===== config.mk =====
export PLATFORM = sky130hd
export DESIGN_NAME = light_barrier_position_estimator
export DESIGN_NICKNAME = d
export VERILOG_FILES = /design/src/rtl/core/lbpe_pkg.sv /design/src/rtl/core/lbpe_lane.sv /design/src/rtl/core/lbpe_merge.sv /design/src/rtl/core/lbpe_div.sv /design/src/rtl/core/light_barrier_position_estimator.sv
export SDC_FILE = /design/constraint.sdc
export NUM_CORES = 1
export LEC_CHECK = 0
export BUFFER_PORTS_ARGS = -buffer_cell sky130_fd_sc_hd__clkbuf_2
export CAP_MARGIN = 20
export CORE_AREA = 2 2 108 162
export DETAILED_ROUTE_END_ITERATION = 6
export DIE_AREA = 0 0 110 164
export PLACE_DENSITY = 0.71
export SETUP_SLACK_MARGIN = 0.02
export SLEW_MARGIN = 20
export SYNTH_ARGS = -nofsm -noshare
export SYNTH_HDL_FRONTEND = slang
export SYNTH_SLANG_ARGS = --single-unit
export TNS_END_PERCENT = 5

===== constraint.sdc =====
create_clock -name clk -period 11.15 [get_ports clk]
set_input_delay 2.23 -clock clk [delete_from_list [all_inputs] [get_ports clk]]
set_output_delay 2.23 -clock clk [all_outputs]
set_load 0.05 [all_outputs]

===== src/rtl/core/lbpe_pkg.sv =====
package lbpe_pkg;

	localparam int TAB_DIM   = 7;
	localparam int SENSOR_W  = 7;
	localparam int ENTRY_W   = 11;
	localparam int SUM_W     = 17;
	localparam int CNT_W     = 6;
	localparam int POS_W     = 11;
	localparam int LED_OUT_W = 3;
	localparam int COL_W     = 3;
	localparam int POS_LIMIT = 1000;

	typedef logic signed [ENTRY_W-1:0] entry_t;
	typedef logic signed [SUM_W-1:0]   sum_t;
	typedef logic [CNT_W-1:0]          cnt_t;
	typedef logic signed [POS_W-1:0]   pos_t;
	typedef logic [COL_W-1:0]          col_t;

	typedef struct packed {
		entry_t entry;
		logic   hit;
	} lane_res_t;

	typedef struct packed {
		logic done;
		pos_t quot;
	} div_res_t;

	typedef enum logic [1:0] {
		ST_IDLE,
		ST_SUM,
		ST_DIV,
		ST_EMIT
	} state_t;

	// [sensor][led], thousandths of full scale
	localparam entry_t POS_TABLE [TAB_DIM][TAB_DIM] = '{
		'{ 11'sd1000,  11'sd900,   11'sd800,   11'sd0,     11'sd0,     11'sd0,     11'sd0    },
		'{ 11'sd0,     11'sd0,     11'sd0,     11'sd700,   11'sd600,   11'sd500,   11'sd0    },
		'{ 11'sd300,   11'sd200,   11'sd0,     11'sd0,     11'sd0,     11'sd0,     11'sd400  },
		'{ 11'sd0,     11'sd0,     11'sd100,   11'sd1,    -11'sd100,   11'sd0,     11'sd0    },
		'{-11'sd400,   11'sd0,     11'sd0,     11'sd0,     11'sd0,    -11'sd200,  -11'sd300  },
		'{ 11'sd0,    -11'sd500,  -11'sd600,  -11'sd700,   11'sd0,     11'sd0,     11'sd0    },
		'{ 11'sd0,     11'sd0,     11'sd0,     11'sd0,    -11'sd800,  -11'sd900,  -11'sd1000 }
	};

endpackage


===== src/rtl/core/lbpe_lane.sv =====
module lbpe_lane
	import lbpe_pkg::*;
#(
	parameter int ROW = 0
) (
	input  logic      clk,
	input  logic      load,
	input  logic      active,
	input  col_t      col,
	input  logic      col_ok,
	output lane_res_t res_s1
);

	entry_t entry;

	always_comb begin
		entry = '0;
		if (active && col_ok) begin
			entry = POS_TABLE[ROW][col];
		end
	end

	always_ff @(posedge clk) begin
		if (load) begin
			res_s1.entry <= entry;
			res_s1.hit   <= (entry != '0);
		end
	end

endmodule


===== src/rtl/core/lbpe_merge.sv =====
module lbpe_merge
	import lbpe_pkg::*;
#(
	parameter int NUM_LANES = 7
) (
	input  logic      clk,
	input  logic      arst_n,
	input  logic      acc_en,
	input  logic      clear,
	input  lane_res_t lanes [NUM_LANES],
	output sum_t      sum_next,
	output cnt_t      cnt_next
);

	sum_t sum_q;
	cnt_t cnt_q;

	always_comb begin
		sum_next = sum_q;
		cnt_next = cnt_q;
		for (int i = 0; i < NUM_LANES; i++) begin
			sum_next = sum_next + sum_t'(lanes[i].entry);
			cnt_next = cnt_next + cnt_t'(lanes[i].hit);
		end
	end

	always_ff @(posedge clk or negedge arst_n) begin
		if (!arst_n) begin
			sum_q <= '0;
			cnt_q <= '0;
		end else if (acc_en) begin
			if (clear) begin
				sum_q <= '0;
				cnt_q <= '0;
			end else begin
				sum_q <= sum_next;
				cnt_q <= cnt_next;
			end
		end
	end

endmodule


===== src/rtl/core/lbpe_div.sv =====
module lbpe_div
	import lbpe_pkg::*;
(
	input  logic     clk,
	input  logic     arst_n,
	input  logic     start,
	input  sum_t     num,
	input  cnt_t     den,
	output div_res_t res
);

	localparam int STEP_W = $clog2(SUM_W + 1);

	logic [SUM_W-1:0]  mag_q;
	logic [CNT_W:0]    rem_q;
	cnt_t              den_q;
	logic              neg_q;
	logic [STEP_W-1:0] step_q;
	logic              busy_q;
	logic              done_q;

	logic [SUM_W-1:0]  num_mag;
	logic [CNT_W:0]    rem_sh;
	logic              qbit;
	logic [POS_W-1:0]  quot_sat;

	assign num_mag = num[SUM_W-1] ? (~num + 1'b1) : num;
	assign rem_sh  = {rem_q[CNT_W-1:0], mag_q[SUM_W-1]};
	assign qbit    = (rem_sh >= {1'b0, den_q});

	always_ff @(posedge clk or negedge arst_n) begin
		if (!arst_n) begin
			busy_q <= 1'b0;
			done_q <= 1'b0;
			step_q <= '0;
		end else begin
			done_q <= busy_q && (step_q == STEP_W'(1));
			if (start) begin
				busy_q <= 1'b1;
				step_q <= STEP_W'(SUM_W);
			end else if (busy_q) begin
				step_q <= step_q - 1'b1;
				if (step_q == STEP_W'(1)) begin
					busy_q <= 1'b0;
				end
			end
		end
	end

	always_ff @(posedge clk) begin
		if (start) begin
			mag_q <= num_mag;
			rem_q <= '0;
			den_q <= den;
			neg_q <= num[SUM_W-1];
		end else if (busy_q) begin
			mag_q <= {mag_q[SUM_W-2:0], qbit};
			rem_q <= qbit ? (rem_sh - {1'b0, den_q}) : rem_sh;
		end
	end

	always_comb begin
		if (den_q == '0) begin
			quot_sat = '0;
		end else if (mag_q > SUM_W'(POS_LIMIT)) begin
			quot_sat = POS_W'(POS_LIMIT);
		end else begin
			quot_sat = mag_q[POS_W-1:0];
		end
		res.done = done_q;
		res.quot = neg_q ? pos_t'(-quot_sat) : pos_t'(quot_sat);
	end

endmodule


===== src/rtl/core/light_barrier_position_estimator.sv =====
// Scans NUM_CHANNELS LEDs against the sensor row. Each item carries the sensor
// bits seen while the LED on led_select is lit (bit clear means the sensor is
// active) and gives one result item: the LED for the next step, the latest
// position in thousandths and frame_done on the step that closes a scan. One
// item is in work at a time. A step runs through the lane registers, SUM and
// EMIT into the output register; the closing step also waits in DIV for the
// 17-bit serial divider that forms sum / count one quotient bit a cycle. A new
// item is accepted once a result is in the output register, even if not taken.
module light_barrier_position_estimator
	import lbpe_pkg::*;
#(
	parameter int NUM_CHANNELS = 7
) (
	input  logic                 clk,
	input  logic                 arst_n,
	input  logic [SENSOR_W-1:0]  sensor_bits,
	input  logic                 sensor_valid,
	output logic                 sensor_stall,
	output logic [LED_OUT_W-1:0] led_select,
	output pos_t                 position_milli,
	output logic                 frame_done,
	output logic                 result_valid,
	input  logic                 result_stall
);

	localparam int LED_W     = (NUM_CHANNELS > 2) ? $clog2(NUM_CHANNELS) : 1;
	localparam int NUM_LANES = (NUM_CHANNELS < TAB_DIM) ? NUM_CHANNELS : TAB_DIM;
	localparam int EXT_W     = LED_W + LED_OUT_W;

	state_t state_q, state_d;

	logic [LED_W-1:0] led_q;
	logic [EXT_W-1:0] led_ext;
	logic             last_led;
	logic             frame_q;
	pos_t             position_q;

	logic             lane_load;
	logic             acc_en;
	logic             div_start;
	logic             emit;

	lane_res_t        lanes [NUM_LANES];
	sum_t             sum_next;
	cnt_t             cnt_next;
	div_res_t         div_res;

	logic [LED_OUT_W-1:0] led_out_q;
	pos_t                 pos_out_q;
	logic                 done_out_q;
	logic                 valid_out_q;

	assign led_ext  = {{LED_OUT_W{1'b0}}, led_q};
	assign last_led = (led_q == LED_W'(NUM_CHANNELS - 1));

	for (genvar i = 0; i < NUM_LANES; i++) begin : g_lane
		lbpe_lane #(
			.ROW(i)
		) u_lane (
			.clk    (clk),
			.load   (lane_load),
			.active (~sensor_bits[i]),
			.col    (led_ext[COL_W-1:0]),
			.col_ok (led_ext < EXT_W'(TAB_DIM)),
			.res_s1 (lanes[i])
		);
	end

	lbpe_merge #(
		.NUM_LANES(NUM_LANES)
	) u_merge (
		.clk      (clk),
		.arst_n   (arst_n),
		.acc_en   (acc_en),
		.clear    (last_led),
		.lanes    (lanes),
		.sum_next (sum_next),
		.cnt_next (cnt_next)
	);

	lbpe_div u_div (
		.clk    (clk),
		.arst_n (arst_n),
		.start  (div_start),
		.num    (sum_next),
		.den    (cnt_next),
		.res    (div_res)
	);

	always_comb begin
		state_d = state_q;
		unique case (state_q)
			ST_IDLE: begin
				if (sensor_valid) begin
					state_d = ST_SUM;
				end
			end
			ST_SUM: begin
				state_d = last_led ? ST_DIV : ST_EMIT;
			end
			ST_DIV: begin
				if (div_res.done) begin
					state_d = ST_EMIT;
				end
			end
			ST_EMIT: begin
				if (!valid_out_q || !result_stall) begin
					state_d = ST_IDLE;
				end
			end
			default: begin
				state_d = ST_IDLE;
			end
		endcase
	end

	always_comb begin
		sensor_stall = (state_q != ST_IDLE);
		lane_load    = (state_q == ST_IDLE);
		acc_en       = (state_q == ST_SUM);
		div_start    = (state_q == ST_SUM) && last_led;
		emit         = (state_q == ST_EMIT) && (!valid_out_q || !result_stall);
	end

	always_ff @(posedge clk or negedge arst_n) begin
		if (!arst_n) begin
			state_q     <= ST_IDLE;
			led_q       <= '0;
			frame_q     <= 1'b0;
			position_q  <= '0;
			valid_out_q <= 1'b0;
		end else begin
			state_q <= state_d;
			if (acc_en) begin
				led_q   <= last_led ? '0 : led_q + 1'b1;
				frame_q <= last_led;
			end
			if (div_res.done) begin
				position_q <= div_res.quot;
			end
			if (emit) begin
				valid_out_q <= 1'b1;
			end else if (!result_stall) begin
				valid_out_q <= 1'b0;
			end
		end
	end

	always_ff @(posedge clk) begin
		if (emit) begin
			led_out_q  <= led_ext[LED_OUT_W-1:0];
			pos_out_q  <= position_q;
			done_out_q <= frame_q;
		end
	end

	assign led_select     = led_out_q;
	assign position_milli = pos_out_q;
	assign frame_done     = done_out_q;
	assign result_valid   = valid_out_q;

endmodule


## After elaboration in Yosys (flattened, before gate mapping)

Memories as Yosys holds them, arrays and structs flattened.
Index checks and enable logic that the tools add are counted.

- Equality and inequality tests: 9
- Reduce and logical (&&, ||, !) cells: 25
- Order comparisons: 4
- $add $sub $neg: 19
- Bitwise logic cells: 9
- Multiplexer cells: 43

Operators with widths:

| kind | number |
|---|---|
| $mux W11 | 24 |
| $add A17 B11 Y17 | 7 |
| $reduce_bool A11 Y1 | 7 |
| $mux W17 | 4 |
| $add A6 B1 Y6 | 7 |
| $add A17 B1 Y17 const B | 1 |
| $gt A17 B10 Y1 const B | 1 |
| $not A17 Y17 | 1 |
| $mux W6 | 2 |
| $neg A11 Y11 | 1 |
| $logic_and A1 B1 Y1 | 10 |
| $mux W5 | 2 |
| $pmux W2 S4 | 1 |
| $ge A7 B6 Y1 | 1 |
| $not A1 Y1 | 7 |
| $logic_not A6 Y1 | 1 |
| $mux W1 | 6 |
| $mux W2 | 3 |
| $sub A6 B6 Y6 | 1 |
| $eq A5 B1 Y1 const B | 1 |
| $sub A5 B1 Y5 const B | 1 |
| $eq A2 B2 Y1 const B | 2 |
| $ge A4 B4 Y1 const B | 1 |
| $ne A2 B1 Y1 const B | 2 |
| other kinds (12) | 15 |

- Memories kept: 7
- Input bits: 11
- Bits in registers: 177
- Logic and storage cells: 147
- Memory bits (read-only): 616

Memories:

| memory | words | bits a word | read ports | clocked after Yosys merged registers in | wr ports | RTL line | RTL |
|---|---|---|---|---|---|---|---|
| (name not given) | 8 | 11 | 1 | 0 | 0 | lbpe_lane.sv:19 | `entry = POS_TABLE[ROW][col];` |
| (name not given) | 8 | 11 | 1 | 0 | 0 | lbpe_lane.sv:19 |  |
| (name not given) | 8 | 11 | 1 | 0 | 0 | lbpe_lane.sv:19 |  |
| (name not given) | 8 | 11 | 1 | 0 | 0 | lbpe_lane.sv:19 |  |
| (name not given) | 8 | 11 | 1 | 0 | 0 | lbpe_lane.sv:19 |  |
| (name not given) | 8 | 11 | 1 | 0 | 0 | lbpe_lane.sv:19 |  |
| +1 memories | -- | -- | -- | -- | -- | -- |  |

## Depth between registers and ports, before layout

- Word-level depth: 11
- Gate-level depth with buffers: 20
- Mapped depth without buffers: 19

## By module

A second synthesis with hierarchy kept.

- Cell total of the unflattened synthesis: 970
- Area, all modules: 9997.1 um^2

By module, submodules not included:

| module | seq. area each (um^2) | instances | cells each | area each (um^2) |
|---|---|---|---|---|
| lbpe_merge | 575.6 | 1 | 445 | 4088.9 |
| lbpe_div | 1016.0 | 1 | 272 | 2488.6 |
| light_barrier_position_estimator | 900.9 | 1 | 84 | 1287.5 |
| lbpe_lane (g_lane[5].u_lane) | 240.2 | 1 | 31 | 402.9 |
| lbpe_lane (g_lane[2].u_lane) | 210.2 | 1 | 26 | 316.6 |
| lbpe_lane (g_lane[1].u_lane) | 180.2 | 1 | 25 | 299.0 |
| lbpe_lane (g_lane[4].u_lane) | 180.2 | 1 | 25 | 294.0 |
| lbpe_lane (g_lane[0].u_lane) | 180.2 | 1 | 20 | 284.0 |
| lbpe_lane (g_lane[6].u_lane) | 180.2 | 1 | 19 | 272.8 |
| lbpe_lane (g_lane[3].u_lane) | 150.1 | 1 | 23 | 262.8 |

## Worst setup path after synthesis

No wires, ideal clock.

- Path kind: register to register
- Start point: register g_lane[3].u_lane.res_s1[10] in the netlist's numbering
- End point: register u_div.mag_q[15] (data pin)
- Cell stages (with the launch flop): 20
- Library setup time: 0.266 ns
- Path slack: 6.150 ns
- Arrival: 4.733 ns
- Clock period less this slack: 5.000 ns
- Path buffers: 0
- Path through: edfxtp_1 inv_1 fa_1 inv_1 fa_1 fa_1 inv_1 fa_1 inv_1 ha_1 inv_1 fa_1 and2b_1 o2111ai_2 a211oi_2 nor3b_4 and4_1 a41oi_1 xor2_1 o21ai_1

- Word-level cells in the longest chain between the ends: 8

RTL lines:

| what | RTL line | RTL |
|---|---|---|
| start: declaration | lbpe_lane.sv:11 | `output lane_res_t res_s1` |
| $add A17 B11 Y17 (*) (4 in a row) | lbpe_merge.sv:22 | `sum_next = sum_next + sum_t'(lanes[i].entry);` |
| $not A17 Y17 | lbpe_div.sv:27 | `assign num_mag = num[SUM_W-1] ? (~num + 1'b1) : num;` |
| $add A17 B1 Y17 | lbpe_div.sv:27 |  |
| $mux W17 (*) | lbpe_div.sv:27 |  |
| $mux W17 (*) | lbpe_div.sv:51 | `if (start) begin` |
| end signal: assignment | lbpe_div.sv:52 | `mag_q <= num_mag;` |
| end signal: assignment | lbpe_div.sv:57 | `mag_q <= {mag_q[SUM_W-2:0], qbit};` |
| end: declaration | lbpe_div.sv:14 | `logic [SUM_W-1:0] mag_q;` |

Every way passes the cells marked *; elsewhere a longest branch is shown, timed or not.
A chain may end at the register's enable or synchronous reset.

## Worst setup path in the final report

- Start point: register g_lane[3].u_lane.res_s1[10] in the netlist's numbering
- End point: register u_div.mag_q[8] (data pin)

- Word-level cells in the longest chain between the ends: 6

RTL lines:

| what | RTL line |
|---|---|
| $add A17 B11 Y17 (4 in a row) | lbpe_merge.sv:22 |
| $mux W17 | lbpe_div.sv:27 |
| $mux W17 | lbpe_div.sv:51 |

Every way passes these cells.

==> results.sh <==
export IMPL_status="complete, no violations"
export IMPL_ctsResizeCount=0
export IMPL_num_antenna_cells=0
export IMPL_row_count=58
export IMPL_drcViolationCount=0
export IMPL_initial_core_util=0.5415
export IMPL_multi_input_area_um2=4444
export IMPL_ant_nets=0
export IMPL_r2r_start="g_lane[3].u_lane.res_s1[10]"
export IMPL_finalNetCount=1028
export IMPL_htreeDepth=4
export IMPL_r2r_end="u_div.mag_q[8]"
export IMPL_setup_viol=0
export IMPL_first_pass_iters=5
export IMPL_syn_num_nets=1001
export IMPL_skew_ns=0.008196
export IMPL_final_max_slew_viol_count=0
export IMPL_hold_class="reg -> reg"
export IMPL_cp_arrival_ns=5.72
export IMPL_port_buffers=27
export IMPL_grt_pass1_vias=6103
export IMPL_min_period_ns=5.571
export IMPL_cp_end_kind="register"
export IMPL_grt_antenna_before_repair=0
export IMPL_via_per_inst=5.331
export IMPL_dieWidth_um=110
export IMPL_maxSlewHeadroom=0.3130
export IMPL_ys_async_sr_fraction=0.3504
export IMPL_clock_latency_ns=0.42
export IMPL_most_common_layout_cells="170 x inv_1, 83 x edfxtp_1, 62 x nand2_1, 62 x ha_1, 60 x fa_1"
export IMPL_vias=5955
export IMPL_tns_ns=0
export IMPL_startpoint_type="register"
export IMPL_synth_xor_area_frac=0.04533
export IMPL_worst_slew_pin_slew_ns=1.030
export IMPL_hp_start="position_q[10]"
export IMPL_gr_total_overflow=0
export IMPL_yosysUniqueCellTypes=65
export IMPL_synth_main_ff_cell="edfxtp_1"
export IMPL_grt_setup_unrepaired="false"
export IMPL_routedWlPerCell_um=15.45
export IMPL_final_common_cell="inv_1"
export IMPL_cts_hold_buf=0
export IMPL_grt_max_degree=49
export IMPL_synth_adder_area_share=0.2211
export IMPL_coreArea_um2=16620
export IMPL_synth_simple_area_share=0.1179
export IMPL_dp_slack_ns=5.541
export IMPL_hold_slack_ns=0.4459
export IMPL_synth_compound_area_frac=0.1043
export IMPL_synth_seq_cells=137
export IMPL_crit_start="g_lane[3].u_lane.res_s1[10]"
export IMPL_clk_pin_slew_ns=0.06
export IMPL_post_cts_buffers=0
export IMPL_clock_sinks=137
export IMPL_area_growth_pct=9.844
export IMPL_synth_top_family_by_area="adder cells"
export IMPL_cts_tree="built"
export IMPL_drive_gt1_frac=0.09482
export IMPL_max_clock_path_buffers=2
export IMPL_cp_max_fo=17
export IMPL_critPathKind="reg -> reg"
export IMPL_ff2ff_path_depth=19
export IMPL_final_setup_worst_slack_ns=5.579
export IMPL_seqCellArea_um2=3814
export IMPL_synth_seq_area_share=0.4238
export IMPL_syn_area_um2=8999
export IMPL_ys_warn_count=0
export IMPL_timing_final_crit_share=0.4996
export IMPL_synthMuxAreaShare=0.004588
export IMPL_fmax_ghz=0.1795
export IMPL_wl_um=17260
export IMPL_synth_edf_count=83
export IMPL_drtIter0Drc=236
export IMPL_maxCapViolations=0
export IMPL_die_h_um=164
export IMPL_nFillCells=1395
export IMPL_root_buffer="clkbuf_16"
export IMPL_track_usage=0.2124
export IMPL_grt_pass1_wl_um=29230
export IMPL_syn_inst=867
export IMPL_crit_path_end="u_div.mag_q[8]"
export IMPL_hpwl_um=13360
export IMPL_globalplace_congestion=0.8849
export IMPL_synth_avg_cell_area_um2=10.38
export IMPL_reg2reg_slack_ns=5.58
export IMPL_required_ns=11.30
export IMPL_io_pins=28
export IMPL_finalHoldViolCount=0
export IMPL_cts_buffers=17
export IMPL_dieArea_um2=18040
-- worst max-delay path, stage by stage, from the launching register on --
cell	delay [ns]
edfxtp_1	0.48
inv_1	0.15
fa_1	0.50
inv_1	0.05
fa_1	0.50
fa_1	0.55
inv_1	0.06
fa_1	0.47
inv_1	0.08
ha_1	0.18
inv_1	0.06
fa_1	0.39
and2b_1	0.25
o2111ai_2	0.17
nand2_2	0.17
a211oi_4	0.08
xnor2_2	0.75
nand2b_1	0.21
xnor2_1	0.12
o21ai_0	0.09
-- through the flow --
step | instance area, um^2 | util | std cells
global placement | 9325 | 0.5611 | 1085
detailed placement | 9325 | 0.5611 | 1085
global route | 9884 | 0.5948 | 1117
floorplan | 8999 | - | 867
CTS | 9884 | 0.5948 | 1117
finish | 9884 | 0.5948 | 1117
-- cell usage after synthesis (4+ instances only) --
library cell  count  area [um^2]
dfrtp_1          48         1201
xor2_1           19        166.4
a21oi_1          25        125.1
o21ai_1          13        65.06
nand2b_1          6        37.54
o211ai_1          5        37.54
o22ai_1          21        131.4
nand2_1          62        232.7
nor4_1            5        31.28
o21ai_0          39        195.2
fa_1             60         1201
nand3_1          13        65.06
clkbuf_1         17        63.81
xnor2_1          22        192.7
inv_1           170        638.1
nor3_1           22        110.1
and3_1            4        25.02
nand4_1           4        25.02
a31oi_1           6        37.54
nor2b_1           7        43.79
and2_1            8        50.05
a211oi_1          5        37.54
edfxtp_1         83         2492
or3_1             9        56.30
a21o_1            6        45.04
o31ai_1           5        37.54
nor2_2            5        31.28
dfxtp_1           6        120.1
o21a_1            5        37.54
nor2_1           52        195.2
ha_1             63        788.3
-- sequential cells by signal (all words and copies together), names as in the netlist --
name                  count
u_div.den_q               6
frame_done                1
frame_q                   1
u_div.mag_q              17
u_div.neg_q               1
led_q                     3
u_div.busy_q              1
u_merge.cnt_q             6
u_div.rem_q               6
state_q                   2
position_q               11
u_merge.sum_q            17
u_div.step_q              5
result_valid              1
g_lane.u_lane.res_s1     44
led_select                3
position_milli           11
u_div.done_q              1
-- worst min-delay path by stage --
stage                     cells past startpoint  slack [ns]                 end
after floorplan                               0        0.42   position_milli[0]
after global placement                        0        0.43   position_milli[7]
after detailed placement                      0        0.43          frame_done
after CTS                                     0        0.45   position_milli[5]
after global routing                          0        0.46  position_milli[10]
final                                         0        0.45  position_milli[10]
-- logic make-up after synthesis --
logic type	after synthesis
fa+ha+maj	123
xor+xnor	44
buf+inv	194
flops	137
simple gates	216
compound gates	149
mux	4
-- layer usage --
layer	vias to the layer above	wire length (um)	track usage
li1	2946	-	-
met1	2867	6859	0.2415
met2	104	9331	0.3826
met3	38	364	0.03056
met4	0	707	0.1030
met5	-	0	0
-- final cells by class --
cell class                      instances  area share
Multi-Input combinational cell        536      0.4496
Inverter                              172     0.06544
Clock inverter                         15     0.01354
Sequential cell                       137      0.3858
Clock buffer                           17     0.04304
Tap cell                              210     0.02658
Timing Repair Buffer                   30     0.01595
Power is not shown: default switching activity piles up to over one toggle a cycle in this logic, so the estimate is an artifact.
